## config.mk

```make
export PLATFORM = sky130hd
export DESIGN_NAME = date_time_string_validator
export DESIGN_NICKNAME = d
export VERILOG_FILES = /design/src/hdl/dtsv_pkg.sv /design/src/hdl/date_time_string_validator.sv /design/src/hdl/dtsv_front.sv /design/src/hdl/dtsv_fifo.sv /design/src/hdl/dtsv_back.sv
export SDC_FILE = /design/constraint.sdc
export NUM_CORES = 1
export LEC_CHECK = 0
export BUFFER_PORTS_ARGS = -buffer_cell sky130_fd_sc_hd__buf_2
export CORE_ASPECT_RATIO = 0.8
export CORE_MARGIN = 5
export CORE_UTILIZATION = 46
export DETAILED_ROUTE_END_ITERATION = 10
export HOLD_SLACK_MARGIN = 0.02
export PLACE_DENSITY = 0.61
export SYNTH_ARGS = -nofsm -noshare
export SYNTH_HDL_FRONTEND = slang
export SYNTH_HIERARCHICAL = 1
export SYNTH_SLANG_ARGS = --single-unit
export TNS_END_PERCENT = 20
```

## constraint.sdc

```tcl
create_clock -name clk_i -period 9.5 [get_ports clk_i]
set_clock_uncertainty 0.2 [all_clocks]
set_input_delay 1.9 -clock clk_i [delete_from_list [all_inputs] [get_ports clk_i]]
set_output_delay 1.9 -clock clk_i [all_outputs]
set_load 0.05 [all_outputs]
```

## src/hdl/dtsv_pkg.sv

```systemverilog
// Shared types, constants and helpers for the date/time string validator.
// No dependencies; every other file in hdl/ refers to this package.
package dtsv_pkg;

  // Depth of the queue between the character front end and the checker
  localparam int unsigned QueueDepth = 2;

  // Character position counter saturates here
  localparam logic [4:0] PosSat = 5'd31;

  localparam logic [7:0] CharZero  = 8'h30;
  localparam logic [7:0] CharNine  = 8'h39;
  localparam logic [7:0] CharColon = 8'h3A;
  localparam logic [7:0] CharDash  = 8'h2D;
  localparam logic [7:0] CharSpace = 8'h20;

  localparam logic [13:0] YearDefault = 14'd1970;
  localparam logic [13:0] YearLimit   = 14'd9999;
  localparam logic [6:0]  HourLimit   = 7'd24;
  localparam logic [6:0]  SixtyLimit  = 7'd60;
  localparam logic [6:0]  MonthMax    = 7'd12;

  typedef enum logic [2:0] {
    FORM_YM   = 3'd0,
    FORM_DATE = 3'd1,
    FORM_HM   = 3'd2,
    FORM_HMS  = 3'd3,
    FORM_DT   = 3'd4
  } form_e;

  typedef struct packed {
    logic [7:0] ascii_char;
    logic       last_char;
  } in_t;

  typedef struct packed {
    logic        valid_res;
    logic [2:0]  form;
    logic [13:0] out_year;
    logic [3:0]  out_month;
    logic [4:0]  out_day;
    logic [4:0]  out_hour;
    logic [5:0]  out_minute;
    logic [5:0]  out_second;
  } out_t;

  // One finished string as seen by the checker. hi2 holds the first two
  // digits: year century in the date family, hour in the time family.
  typedef struct packed {
    logic       bad;
    form_e      form;
    logic [6:0] hi2;
    logic [6:0] ylo;
    logic [6:0] mon;
    logic [6:0] day;
    logic [6:0] hr;
    logic [6:0] mi;
    logic [6:0] sec;
  } rec_t;

  function automatic logic [4:0] days_in_month(input logic [3:0] mon, input logic leap);
    logic [4:0] dim;
    unique case (mon)
      4'd2:                      dim = leap ? 5'd29 : 5'd28;
      4'd4, 4'd6, 4'd9, 4'd11:   dim = 5'd30;
      default:                   dim = 5'd31;
    endcase
    return dim;
  endfunction

endpackage

```

## src/hdl/date_time_string_validator.sv

```systemverilog
// Top level of the date/time string validator: front end, queue, checker.
// Depends on dtsv_pkg, dtsv_front, dtsv_fifo and dtsv_back.
//
//   channel  | direction | handshake                  | payload
//   ---------+-----------+----------------------------+-----------------------------
//   input    | in        | in_valid_i / in_stall_o    | in_data_i  (one character)
//   result   | out       | out_valid_o / out_stall_i  | out_data_o (one per string)
//
// One character is taken per cycle while in_stall_o is low; the front end's per-character digit
// accumulate and position check set that figure. out_valid_o rises once a string's last
// character has been accepted and its result has passed the queue, then the output register.
// Reset clears the position counter, queue and output valid flag; no warm-up.
// in_stall_o rises only when the queue is full, which happens once QueueDepth
// finished strings wait behind a result that the result channel stalls.
module date_time_string_validator #(
  parameter int unsigned QueueDepth = dtsv_pkg::QueueDepth
) (
  input  logic           clk_i,
  input  logic           rst_ni,
  input  logic           in_valid_i,
  output logic           in_stall_o,
  input  dtsv_pkg::in_t  in_data_i,
  output logic           out_valid_o,
  input  logic           out_stall_i,
  output dtsv_pkg::out_t out_data_o
);

  logic           accept, push, full, pop, nonempty;
  dtsv_pkg::rec_t rec_in, rec_head;

  assign in_stall_o = full;
  assign accept     = in_valid_i & ~full;

  dtsv_front u_front (
    .clk_i    (clk_i),
    .rst_ni   (rst_ni),
    .accept_i (accept),
    .char_i   (in_data_i),
    .push_o   (push),
    .rec_o    (rec_in)
  );

  dtsv_fifo #(
    .Depth (QueueDepth)
  ) u_fifo (
    .clk_i      (clk_i),
    .rst_ni     (rst_ni),
    .push_i     (push),
    .rec_i      (rec_in),
    .full_o     (full),
    .pop_i      (pop),
    .nonempty_o (nonempty),
    .rec_o      (rec_head)
  );

  dtsv_back u_back (
    .clk_i       (clk_i),
    .rst_ni      (rst_ni),
    .rec_valid_i (nonempty),
    .rec_i       (rec_head),
    .pop_o       (pop),
    .out_valid_o (out_valid_o),
    .out_stall_i (out_stall_i),
    .out_data_o  (out_data_o)
  );

endmodule

```

## src/hdl/dtsv_front.sv

```systemverilog
// Front end: takes one character per transaction, checks its position,
// accumulates two-digit fields and classifies the string at its last character.
// Depends on dtsv_pkg.
module dtsv_front (
  input  logic           clk_i,
  input  logic           rst_ni,
  input  logic           accept_i,
  input  dtsv_pkg::in_t  char_i,
  output logic           push_o,
  output dtsv_pkg::rec_t rec_o
);

  logic [4:0] pos_q, pos_d;
  logic       err_q, err_d;
  logic       tb_q, tb_d;
  logic [6:0] hi2_q, hi2_d, ylo_q, ylo_d, mon_q, mon_d, day_q, day_d;
  logic [6:0] hr_q, hr_d, mi_q, mi_d, sec_q, sec_d;

  logic [6:0] hi2_n, ylo_n, mon_n, day_n, hr_n, mi_n, sec_n;
  logic       tb_n;
  logic       ok, dig, len_bad, last;
  logic [7:0] c;
  logic [3:0] d;
  dtsv_pkg::form_e form;

  function automatic logic [6:0] push_digit(input logic [6:0] old, input logic [3:0] dv,
                                            input logic first);
    logic [6:0] res;
    res = first ? {3'd0, dv} : (7'((old << 3) + (old << 1)) + {3'd0, dv});
    return res;
  endfunction

  assign c    = char_i.ascii_char;
  assign last = char_i.last_char;
  assign dig  = (c >= dtsv_pkg::CharZero) && (c <= dtsv_pkg::CharNine);
  assign d    = dig ? 4'(c - dtsv_pkg::CharZero) : 4'd0;

  // Position check and field accumulation
  always_comb begin
    ok    = 1'b0;
    tb_n  = tb_q;
    hi2_n = hi2_q;
    ylo_n = ylo_q;
    mon_n = mon_q;
    day_n = day_q;
    hr_n  = hr_q;
    mi_n  = mi_q;
    sec_n = sec_q;
    priority if (pos_q < 5'd2) begin
      ok = dig;
      if (dig) begin
        hi2_n = push_digit(hi2_q, d, pos_q == 5'd0);
      end
    end else if (pos_q == 5'd2) begin
      if (c == dtsv_pkg::CharColon) begin
        tb_n = 1'b1;
        ok   = 1'b1;
      end else begin
        ok = dig;
        if (dig) begin
          ylo_n = push_digit(ylo_q, d, 1'b1);
        end
      end
    end else if (tb_q) begin
      priority if (pos_q == 5'd5) begin
        ok = (c == dtsv_pkg::CharColon);
      end else if (pos_q < 5'd8) begin
        ok = dig;
        if (dig) begin
          if (pos_q <= 5'd4) begin
            mi_n = push_digit(mi_q, d, pos_q == 5'd3);
          end else begin
            sec_n = push_digit(sec_q, d, pos_q == 5'd6);
          end
        end
      end else begin
        ok = 1'b0;
      end
    end else begin
      priority if (pos_q == 5'd4 || pos_q == 5'd7) begin
        ok = (c == dtsv_pkg::CharDash);
      end else if (pos_q == 5'd10) begin
        ok = (c == dtsv_pkg::CharSpace);
      end else if (pos_q == 5'd13 || pos_q == 5'd16) begin
        ok = (c == dtsv_pkg::CharColon);
      end else if (pos_q < 5'd19) begin
        ok = dig;
        if (dig) begin
          priority if (pos_q == 5'd3) begin
            ylo_n = push_digit(ylo_q, d, 1'b0);
          end else if (pos_q <= 5'd6) begin
            mon_n = push_digit(mon_q, d, pos_q == 5'd5);
          end else if (pos_q <= 5'd9) begin
            day_n = push_digit(day_q, d, pos_q == 5'd8);
          end else if (pos_q <= 5'd12) begin
            hr_n = push_digit(hr_q, d, pos_q == 5'd11);
          end else if (pos_q <= 5'd15) begin
            mi_n = push_digit(mi_q, d, pos_q == 5'd14);
          end else begin
            sec_n = push_digit(sec_q, d, pos_q == 5'd17);
          end
        end
      end else begin
        ok = 1'b0;
      end
    end
  end

  // Classify by length and family
  always_comb begin
    len_bad = 1'b0;
    form    = dtsv_pkg::FORM_YM;
    if (tb_n) begin
      priority if (pos_q == 5'd4) begin
        form = dtsv_pkg::FORM_HM;
      end else if (pos_q == 5'd7) begin
        form = dtsv_pkg::FORM_HMS;
      end else begin
        len_bad = 1'b1;
      end
    end else begin
      priority if (pos_q == 5'd6) begin
        form = dtsv_pkg::FORM_YM;
      end else if (pos_q == 5'd9) begin
        form = dtsv_pkg::FORM_DATE;
      end else if (pos_q == 5'd18) begin
        form = dtsv_pkg::FORM_DT;
      end else begin
        len_bad = 1'b1;
      end
    end
  end

  always_comb begin
    rec_o.bad  = err_q | ~ok | len_bad;
    rec_o.form = form;
    rec_o.hi2  = hi2_n;
    rec_o.ylo  = ylo_n;
    rec_o.mon  = mon_n;
    rec_o.day  = day_n;
    rec_o.hr   = hr_n;
    rec_o.mi   = mi_n;
    rec_o.sec  = sec_n;
    push_o     = accept_i & last;
  end

  // Next state: clear everything after the last character
  always_comb begin
    pos_d = pos_q;
    err_d = err_q;
    tb_d  = tb_q;
    hi2_d = hi2_q;
    ylo_d = ylo_q;
    mon_d = mon_q;
    day_d = day_q;
    hr_d  = hr_q;
    mi_d  = mi_q;
    sec_d = sec_q;
    if (accept_i) begin
      if (last) begin
        pos_d = '0;
        err_d = 1'b0;
        tb_d  = 1'b0;
        hi2_d = '0;
        ylo_d = '0;
        mon_d = '0;
        day_d = '0;
        hr_d  = '0;
        mi_d  = '0;
        sec_d = '0;
      end else begin
        pos_d = (pos_q == dtsv_pkg::PosSat) ? pos_q : pos_q + 5'd1;
        err_d = err_q | ~ok;
        tb_d  = tb_n;
        hi2_d = hi2_n;
        ylo_d = ylo_n;
        mon_d = mon_n;
        day_d = day_n;
        hr_d  = hr_n;
        mi_d  = mi_n;
        sec_d = sec_n;
      end
    end
  end

  always_ff @(posedge clk_i or negedge rst_ni) begin
    if (!rst_ni) begin
      pos_q <= '0;
      err_q <= 1'b0;
      tb_q  <= 1'b0;
      hi2_q <= '0;
      ylo_q <= '0;
      mon_q <= '0;
      day_q <= '0;
      hr_q  <= '0;
      mi_q  <= '0;
      sec_q <= '0;
    end else begin
      pos_q <= pos_d;
      err_q <= err_d;
      tb_q  <= tb_d;
      hi2_q <= hi2_d;
      ylo_q <= ylo_d;
      mon_q <= mon_d;
      day_q <= day_d;
      hr_q  <= hr_d;
      mi_q  <= mi_d;
      sec_q <= sec_d;
    end
  end

endmodule

```

## src/hdl/dtsv_fifo.sv

```systemverilog
// Short register queue of classified strings between front end and checker.
// Depends on dtsv_pkg.
module dtsv_fifo #(
  parameter int unsigned Depth = dtsv_pkg::QueueDepth
) (
  input  logic           clk_i,
  input  logic           rst_ni,
  input  logic           push_i,
  input  dtsv_pkg::rec_t rec_i,
  output logic           full_o,
  input  logic           pop_i,
  output logic           nonempty_o,
  output dtsv_pkg::rec_t rec_o
);

  localparam int unsigned PtrW = (Depth > 1) ? $clog2(Depth) : 1;
  localparam int unsigned CntW = $clog2(Depth + 1);
  localparam logic [PtrW-1:0] PtrLast = PtrW'(Depth - 1);
  localparam logic [CntW-1:0] CntFull = CntW'(Depth);

  dtsv_pkg::rec_t  entry_q [Depth];
  logic [PtrW-1:0] wptr_q, wptr_d, rptr_q, rptr_d;
  logic [CntW-1:0] cnt_q, cnt_d;
  logic            do_push, do_pop;

  assign full_o     = (cnt_q == CntFull);
  assign nonempty_o = (cnt_q != '0);
  assign rec_o      = entry_q[rptr_q];
  assign do_push    = push_i & ~full_o;
  assign do_pop     = pop_i & nonempty_o;

  always_comb begin
    wptr_d = wptr_q;
    rptr_d = rptr_q;
    cnt_d  = cnt_q;
    if (do_push) begin
      wptr_d = (wptr_q == PtrLast) ? '0 : wptr_q + PtrW'(1);
    end
    if (do_pop) begin
      rptr_d = (rptr_q == PtrLast) ? '0 : rptr_q + PtrW'(1);
    end
    unique case ({do_push, do_pop})
      2'b10:   cnt_d = cnt_q + CntW'(1);
      2'b01:   cnt_d = cnt_q - CntW'(1);
      default: cnt_d = cnt_q;
    endcase
  end

  always_ff @(posedge clk_i or negedge rst_ni) begin
    if (!rst_ni) begin
      wptr_q <= '0;
      rptr_q <= '0;
      cnt_q  <= '0;
    end else begin
      wptr_q <= wptr_d;
      rptr_q <= rptr_d;
      cnt_q  <= cnt_d;
    end
  end

  always_ff @(posedge clk_i) begin
    if (do_push) begin
      entry_q[wptr_q] <= rec_i;
    end
  end

endmodule

```

## src/hdl/dtsv_back.sv

```systemverilog
// Checker: range checks on a classified string (calendar and clock limits)
// and the output register toward the result channel. Depends on dtsv_pkg.
module dtsv_back (
  input  logic           clk_i,
  input  logic           rst_ni,
  input  logic           rec_valid_i,
  input  dtsv_pkg::rec_t rec_i,
  output logic           pop_o,
  output logic           out_valid_o,
  input  logic           out_stall_i,
  output dtsv_pkg::out_t out_data_o
);

  logic           out_valid_q, out_valid_d;
  dtsv_pkg::out_t out_data_q, res;

  logic [13:0] year;
  logic        leap, is_date, is_time, date_ok, time_ok, valid;
  logic [6:0]  dy, h, s;
  logic [4:0]  dim;

  always_comb begin
    year    = 14'(rec_i.hi2 * 14'd100) + {7'd0, rec_i.ylo};
    // Divisible by 100 exactly when the low two digits are zero
    leap    = (rec_i.ylo[1:0] == 2'd0) && ((rec_i.ylo != '0) || (rec_i.hi2[1:0] == 2'd0));
    is_date = (rec_i.form == dtsv_pkg::FORM_YM) || (rec_i.form == dtsv_pkg::FORM_DATE) ||
              (rec_i.form == dtsv_pkg::FORM_DT);
    is_time = (rec_i.form == dtsv_pkg::FORM_HM) || (rec_i.form == dtsv_pkg::FORM_HMS) ||
              (rec_i.form == dtsv_pkg::FORM_DT);
    dy      = (rec_i.form == dtsv_pkg::FORM_YM) ? 7'd1 : rec_i.day;
    h       = (rec_i.form == dtsv_pkg::FORM_DT) ? rec_i.hr : rec_i.hi2;
    s       = (rec_i.form == dtsv_pkg::FORM_HM) ? 7'd0 : rec_i.sec;
    dim     = dtsv_pkg::days_in_month(rec_i.mon[3:0], leap);
    date_ok = (year != '0) && (year < dtsv_pkg::YearLimit) && (rec_i.mon != '0) &&
              (rec_i.mon <= dtsv_pkg::MonthMax) && (dy != '0) && (dy <= {2'd0, dim});
    time_ok = (h < dtsv_pkg::HourLimit) && (rec_i.mi < dtsv_pkg::SixtyLimit) &&
              (s < dtsv_pkg::SixtyLimit);
    valid   = ~rec_i.bad && (~is_date || date_ok) && (~is_time || time_ok);

    res = '0;
    if (valid) begin
      res.valid_res  = 1'b1;
      res.form       = rec_i.form;
      res.out_year   = is_date ? year : dtsv_pkg::YearDefault;
      res.out_month  = is_date ? rec_i.mon[3:0] : 4'd1;
      res.out_day    = dy[4:0];
      res.out_hour   = is_time ? h[4:0] : 5'd0;
      res.out_minute = is_time ? rec_i.mi[5:0] : 6'd0;
      res.out_second = is_time ? s[5:0] : 6'd0;
      if (!is_date) begin
        res.out_day = 5'd1;
      end
    end
  end

  // Load a new result whenever the output register is empty or being drained
  assign pop_o = rec_valid_i & (~out_valid_q | ~out_stall_i);

  always_comb begin
    out_valid_d = out_valid_q;
    if (!out_valid_q || !out_stall_i) begin
      out_valid_d = rec_valid_i;
    end
  end

  always_ff @(posedge clk_i or negedge rst_ni) begin
    if (!rst_ni) begin
      out_valid_q <= 1'b0;
    end else begin
      out_valid_q <= out_valid_d;
    end
  end

  always_ff @(posedge clk_i) begin
    if (pop_o) begin
      out_data_q <= res;
    end
  end

  assign out_valid_o = out_valid_q;
  assign out_data_o  = out_data_q;

endmodule
```

==> impl_metrics.prom <==
# TYPE chip_impl_metric gauge
chip_impl_metric{name="finish.net_count",unit=""} 1363
chip_impl_metric{name="hold_viol_final",unit=""} 0
chip_impl_metric{name="grtUsageTotal",unit="%"} 19.9
chip_impl_metric{name="overflow",unit=""} 0
chip_impl_metric{name="die_area",unit="mm^2"} 0.0322
chip_impl_metric{name="drt.antenna.violating_nets",unit=""} 0
chip_impl_metric{name="fin_setup_tns",unit="ps"} 0
chip_impl_metric{name="layout_worst_path_cycle_share",unit="%"} 61.5
chip_impl_metric{name="power_density",unit="mW/mm^2"} 300
chip_impl_metric{name="ys_async_sr_fraction",unit="%"} 28.9
chip_impl_info{name="yosys_most_used_dff",value="edfxtp_1"} 1
chip_impl_metric{name="route.detailed.wl_per_inst",unit="um"} 19.8
chip_impl_metric{name="cts_inserted_buffers",unit=""} 24
chip_impl_metric{name="crit_arrival",unit="ps"} 5880
chip_impl_metric{name="worstSkewPairLatency",unit="ps"} 530
chip_impl_info{name="setup_repair_after_global_routing_missed_its_margin",value="no"} 1
chip_impl_metric{name="cts.repair.resized",unit=""} 0
chip_impl_metric{name="finalCriticalPeriod",unit="ps"} 5840
chip_impl_metric{name="grt_pass1_wl",unit="um"} 51500
chip_impl_metric{name="die_height",unit="um"} 161
chip_impl_metric{name="post-route-worst-setup-slack",unit="ps"} 3660
chip_impl_metric{name="power.switching",unit="mW"} 1.89
chip_impl_metric{name="reg2regPathDepth",unit=""} 14
chip_impl_metric{name="seq_area_frac_synth",unit="%"} 45.7
chip_impl_metric{name="die_width",unit="um"} 199
chip_impl_metric{name="irDropWorstVdd",unit="mV"} 0.272
chip_impl_metric{name="cts_sinks",unit=""} 211
chip_impl_metric{name="max_freq",unit="MHz"} 171
chip_impl_info{name="worst_hold_path_type",value="flop to flop"} 1
chip_impl_metric{name="std_cell_rows",unit=""} 55
chip_impl_info{name="timing_worst_setup_path_type",value="flop to flop"} 1
chip_impl_metric{name="timing.max_slew.rel_slack",unit="%"} 20.7
chip_impl_info{name="cts_tree",value="built"} 1
chip_impl_info{name="status",value="complete, no violations"} 1
chip_impl_metric{name="power_leakage",unit="nW"} 6.05
chip_impl_metric{name="antenna_violations_before_repair",unit=""} 0
chip_impl_metric{name="drv_cap",unit=""} 0
chip_impl_metric{name="power.sequential.fraction",unit="%"} 30.2
chip_impl_metric{name="layout-area-overhead-vs-synth",unit="%"} 9.67
chip_impl_metric{name="synth_enable_flop_cells",unit=""} 150
chip_impl_metric{name="drive_gt1_share",unit="%"} 15.8
chip_impl_metric{name="worstHoldPathCells",unit=""} 1
chip_impl_metric{name="multi_input_comb_area",unit="mm^2"} 0.00667
chip_impl_metric{name="timing.critical_path.required",unit="ps"} 9540
chip_impl_metric{name="n_antenna_cell",unit=""} 0
chip_impl_metric{name="drt_first_iter_violations",unit=""} 755
chip_impl_metric{name="synth_cell_type_count",unit=""} 90
chip_impl_metric{name="route.vias.total",unit=""} 9547
chip_impl_metric{name="finalWeightedCongestion",unit=""} 0.944
chip_impl_metric{name="netSwitchingFraction",unit="%"} 43.4
chip_impl_metric{name="port_buffers",unit=""} 58
chip_impl_metric{name="cts_setup_buffers",unit=""} 0
chip_impl_metric{name="detail_route.wirelength",unit="um"} 32200
chip_impl_metric{name="post_synth_instance_area",unit="mm^2"} 0.0132
chip_impl_info{name="end_kind",value="flop"} 1
chip_impl_info{name="startpoint_type",value="flop"} 1
chip_impl_metric{name="netlist_instances",unit=""} 1200
chip_impl_metric{name="syn-num-nets",unit=""} 1319
chip_impl_metric{name="synth.ff_latch_count",unit=""} 211
chip_impl_metric{name="clk_transition_reported_paths",unit="ps"} 60
chip_impl_metric{name="filler_cell_count",unit=""} 2497
chip_impl_metric{name="report.final.setup_viol",unit=""} 0
chip_impl_metric{name="first_pass_iters",unit=""} 5
chip_impl_metric{name="drc",unit=""} 0
chip_impl_metric{name="regArea",unit="mm^2"} 0.00603
chip_impl_metric{name="path_max_fanout",unit=""} 14
chip_impl_metric{name="clockPowerShare",unit="%"} 19.2
chip_impl_metric{name="core",unit="mm^2"} 0.0283
chip_impl_metric{name="number_of_top_level_design_ports",unit=""} 59
chip_impl_info{name="clock-root-buffer",value="clkbuf_16"} 1
chip_impl_metric{name="cts_hold_buffers",unit=""} 0
chip_impl_metric{name="vias_in_the_first_global_route",unit=""} 9130
chip_impl_metric{name="cts_max_path_buffers",unit=""} 3
chip_impl_metric{name="maxSlewViolCount",unit=""} 0
chip_impl_metric{name="place_ws",unit="ps"} 3450
chip_impl_metric{name="power.internal",unit="mW"} 2.46
chip_impl_metric{name="ys.warnings.count",unit=""} 6
chip_impl_metric{name="vias_per_cell",unit=""} 5.86
chip_impl_metric{name="worst-slew-pin-transition",unit="ps"} 1190
chip_impl_metric{name="initial_utilization",unit="%"} 46.6
chip_impl_metric{name="htreeDepth",unit=""} 1
chip_impl_metric{name="post-dp-hpwl",unit="um"} 23100
chip_impl_metric{name="synth_area_per_cell",unit="um^2"} 11.0
chip_impl_metric{name="power_frac_comb",unit="%"} 50.6
chip_impl_metric{name="grt_start_max_net_pins",unit=""} 62
cell usage after synthesis (all sizes together), types with 10 or more instances:
master	number	share of area (%)
edfxtp	150	34
nand2	103	2.9
ha	94	8.9
nor2	67	2.0
dfrtp	61	12
mux2	60	5.3
a21oi	56	2.2
inv	56	1.6
xnor2	47	3.1
o21ai	45	1.7
nand3	34	1.3
clkbuf	27	0.77
nor2b	27	1.3
buf	25	1.5
nor3	24	1.0
a21o	23	1.3
a31oi	22	1.3
and3	22	1.0
and2	20	0.97
xor2	16	1.1
fa	12	1.8
o31ai	12	0.68
a211oi	11	0.63
a22o	10	0.66
nor4b	10	0.71
layout by cell type, fill, tap and decap left out, types with 23 or more instances in the layout:
cell	n
a21o_1	23
a21oi_1	54
buf_2	58
clkbuf_16	24
dfrtp_1	60
edfxtp_1	150
ha_1	94
inv_1	56
mux2_2	55
nand2_1	103
nand3_1	33
nor2_1	63
nor2b_1	26
o21ai_0	44
xnor2_1	47
path summary, 6_finish.rpt:
| check | to | slack, ps | start |
|---|---|---|---|
| max | u_back/out_data_o[31]$_SDFFCE_PN0P_ | 3660 | u_fifo/rptr_q$_DFFE_PN0P_ |
| min | u_fifo/cnt_q[1]$_DFFE_PN0P_ | 300 | u_fifo/cnt_q[1]$_DFFE_PN0P_ |
| max reg2reg | u_back/out_data_o[31]$_SDFFCE_PN0P_ | 3660 | u_fifo/rptr_q$_DFFE_PN0P_ |
| min reg2reg | u_fifo/cnt_q[1]$_DFFE_PN0P_ | 300 | u_fifo/cnt_q[1]$_DFFE_PN0P_ |
| max in group asynchronous | u_fifo/rptr_q$_DFFE_PN0P_ | 7140 | rst_ni |
| min in group asynchronous | u_back/out_valid_o$_DFFE_PN0N_ | 1370 | rst_ni |
through the flow:
stage                     util [%]  power [mW]  instances  area (um^2)  hold slack, ps
after CTS                     51.2        4.37       1629        14500             309
after global placement        48.7        3.50       1588        13800             277
after floorplan                  -        3.04       1200        13200             256
after detailed placement      48.7        3.51       1588        13800             298
after global routing          51.2        4.66       1629        14500             318
final                         51.2        4.35       1629        14500             301
cell type report:
class | instances | share of cell area, %
clock buffer | 28 | 4.25
clock inverter | 13 | 0.614
inverter | 58 | 1.50
multi-input combinational | 879 | 46.1
sequential | 211 | 41.7
tap | 370 | 3.20
timing repair buffer | 70 | 2.63
sequential cells by signal (all words and copies together) (netlist names):
signal and cells:
u_fifo/entry_q 106, u_front/hi2_q 7, u_front/err_q 1, u_front/ylo_q 7, u_fifo/cnt_q 2, u_front/day_q 7
u_front/sec_q 7, u_front/mi_q 7, u_front/mon_q 7, u_front/hr_q 7, u_front/tb_q 1, u_fifo/rptr_q 1
u_fifo/wptr_q 1, u_back/out_valid_o 1, u_front/pos_q 5, u_back/out_data_o 44
routing by layer:
metal	up-vias	wire length [um]	GRT usage, %
met5	-	0	0
met3	37	2290	4.05
li1	4589	-	-
met4	0	500	3.64
met2	282	13400	28.9
met1	4639	16000	31.2
critical path, stage by stage, from the launching register on:
cell      delay, ps
dfrtp_2         610
mux2_2          490
ha_1            310
ha_1            320
fa_1            460
ha_1            370
xnor2_1         290
nand2b_1        140
nor3_2          300
nand3_1         180
o211a_1         300
or4_1           540
nor3b_1         180
o41ai_2         730
nor3_1          130
cell families after synthesis:
logic type                 synth area share, %
muxes                                     5.95
DFF                                       45.7
adders and majority gates                 10.7
xor gates and xnor gates                  4.24
AOI/OAI and AO/OA                         15.1
and+or+nand+nor                           14.4
buffers and inverters                     3.88
power groups by stage:
stage	Combinational, mW	Sequential, mW	Clock (mW)
3_5_place_dp	2.18	1.33	0
3_3_place_gp	2.17	1.33	0
2_1_floorplan	1.54	1.51	0
4_1_cts	2.20	1.31	0.857
6_report	2.20	1.31	0.835
5_1_grt	2.43	1.34	0.890
(Power assumes the default switching activity.)
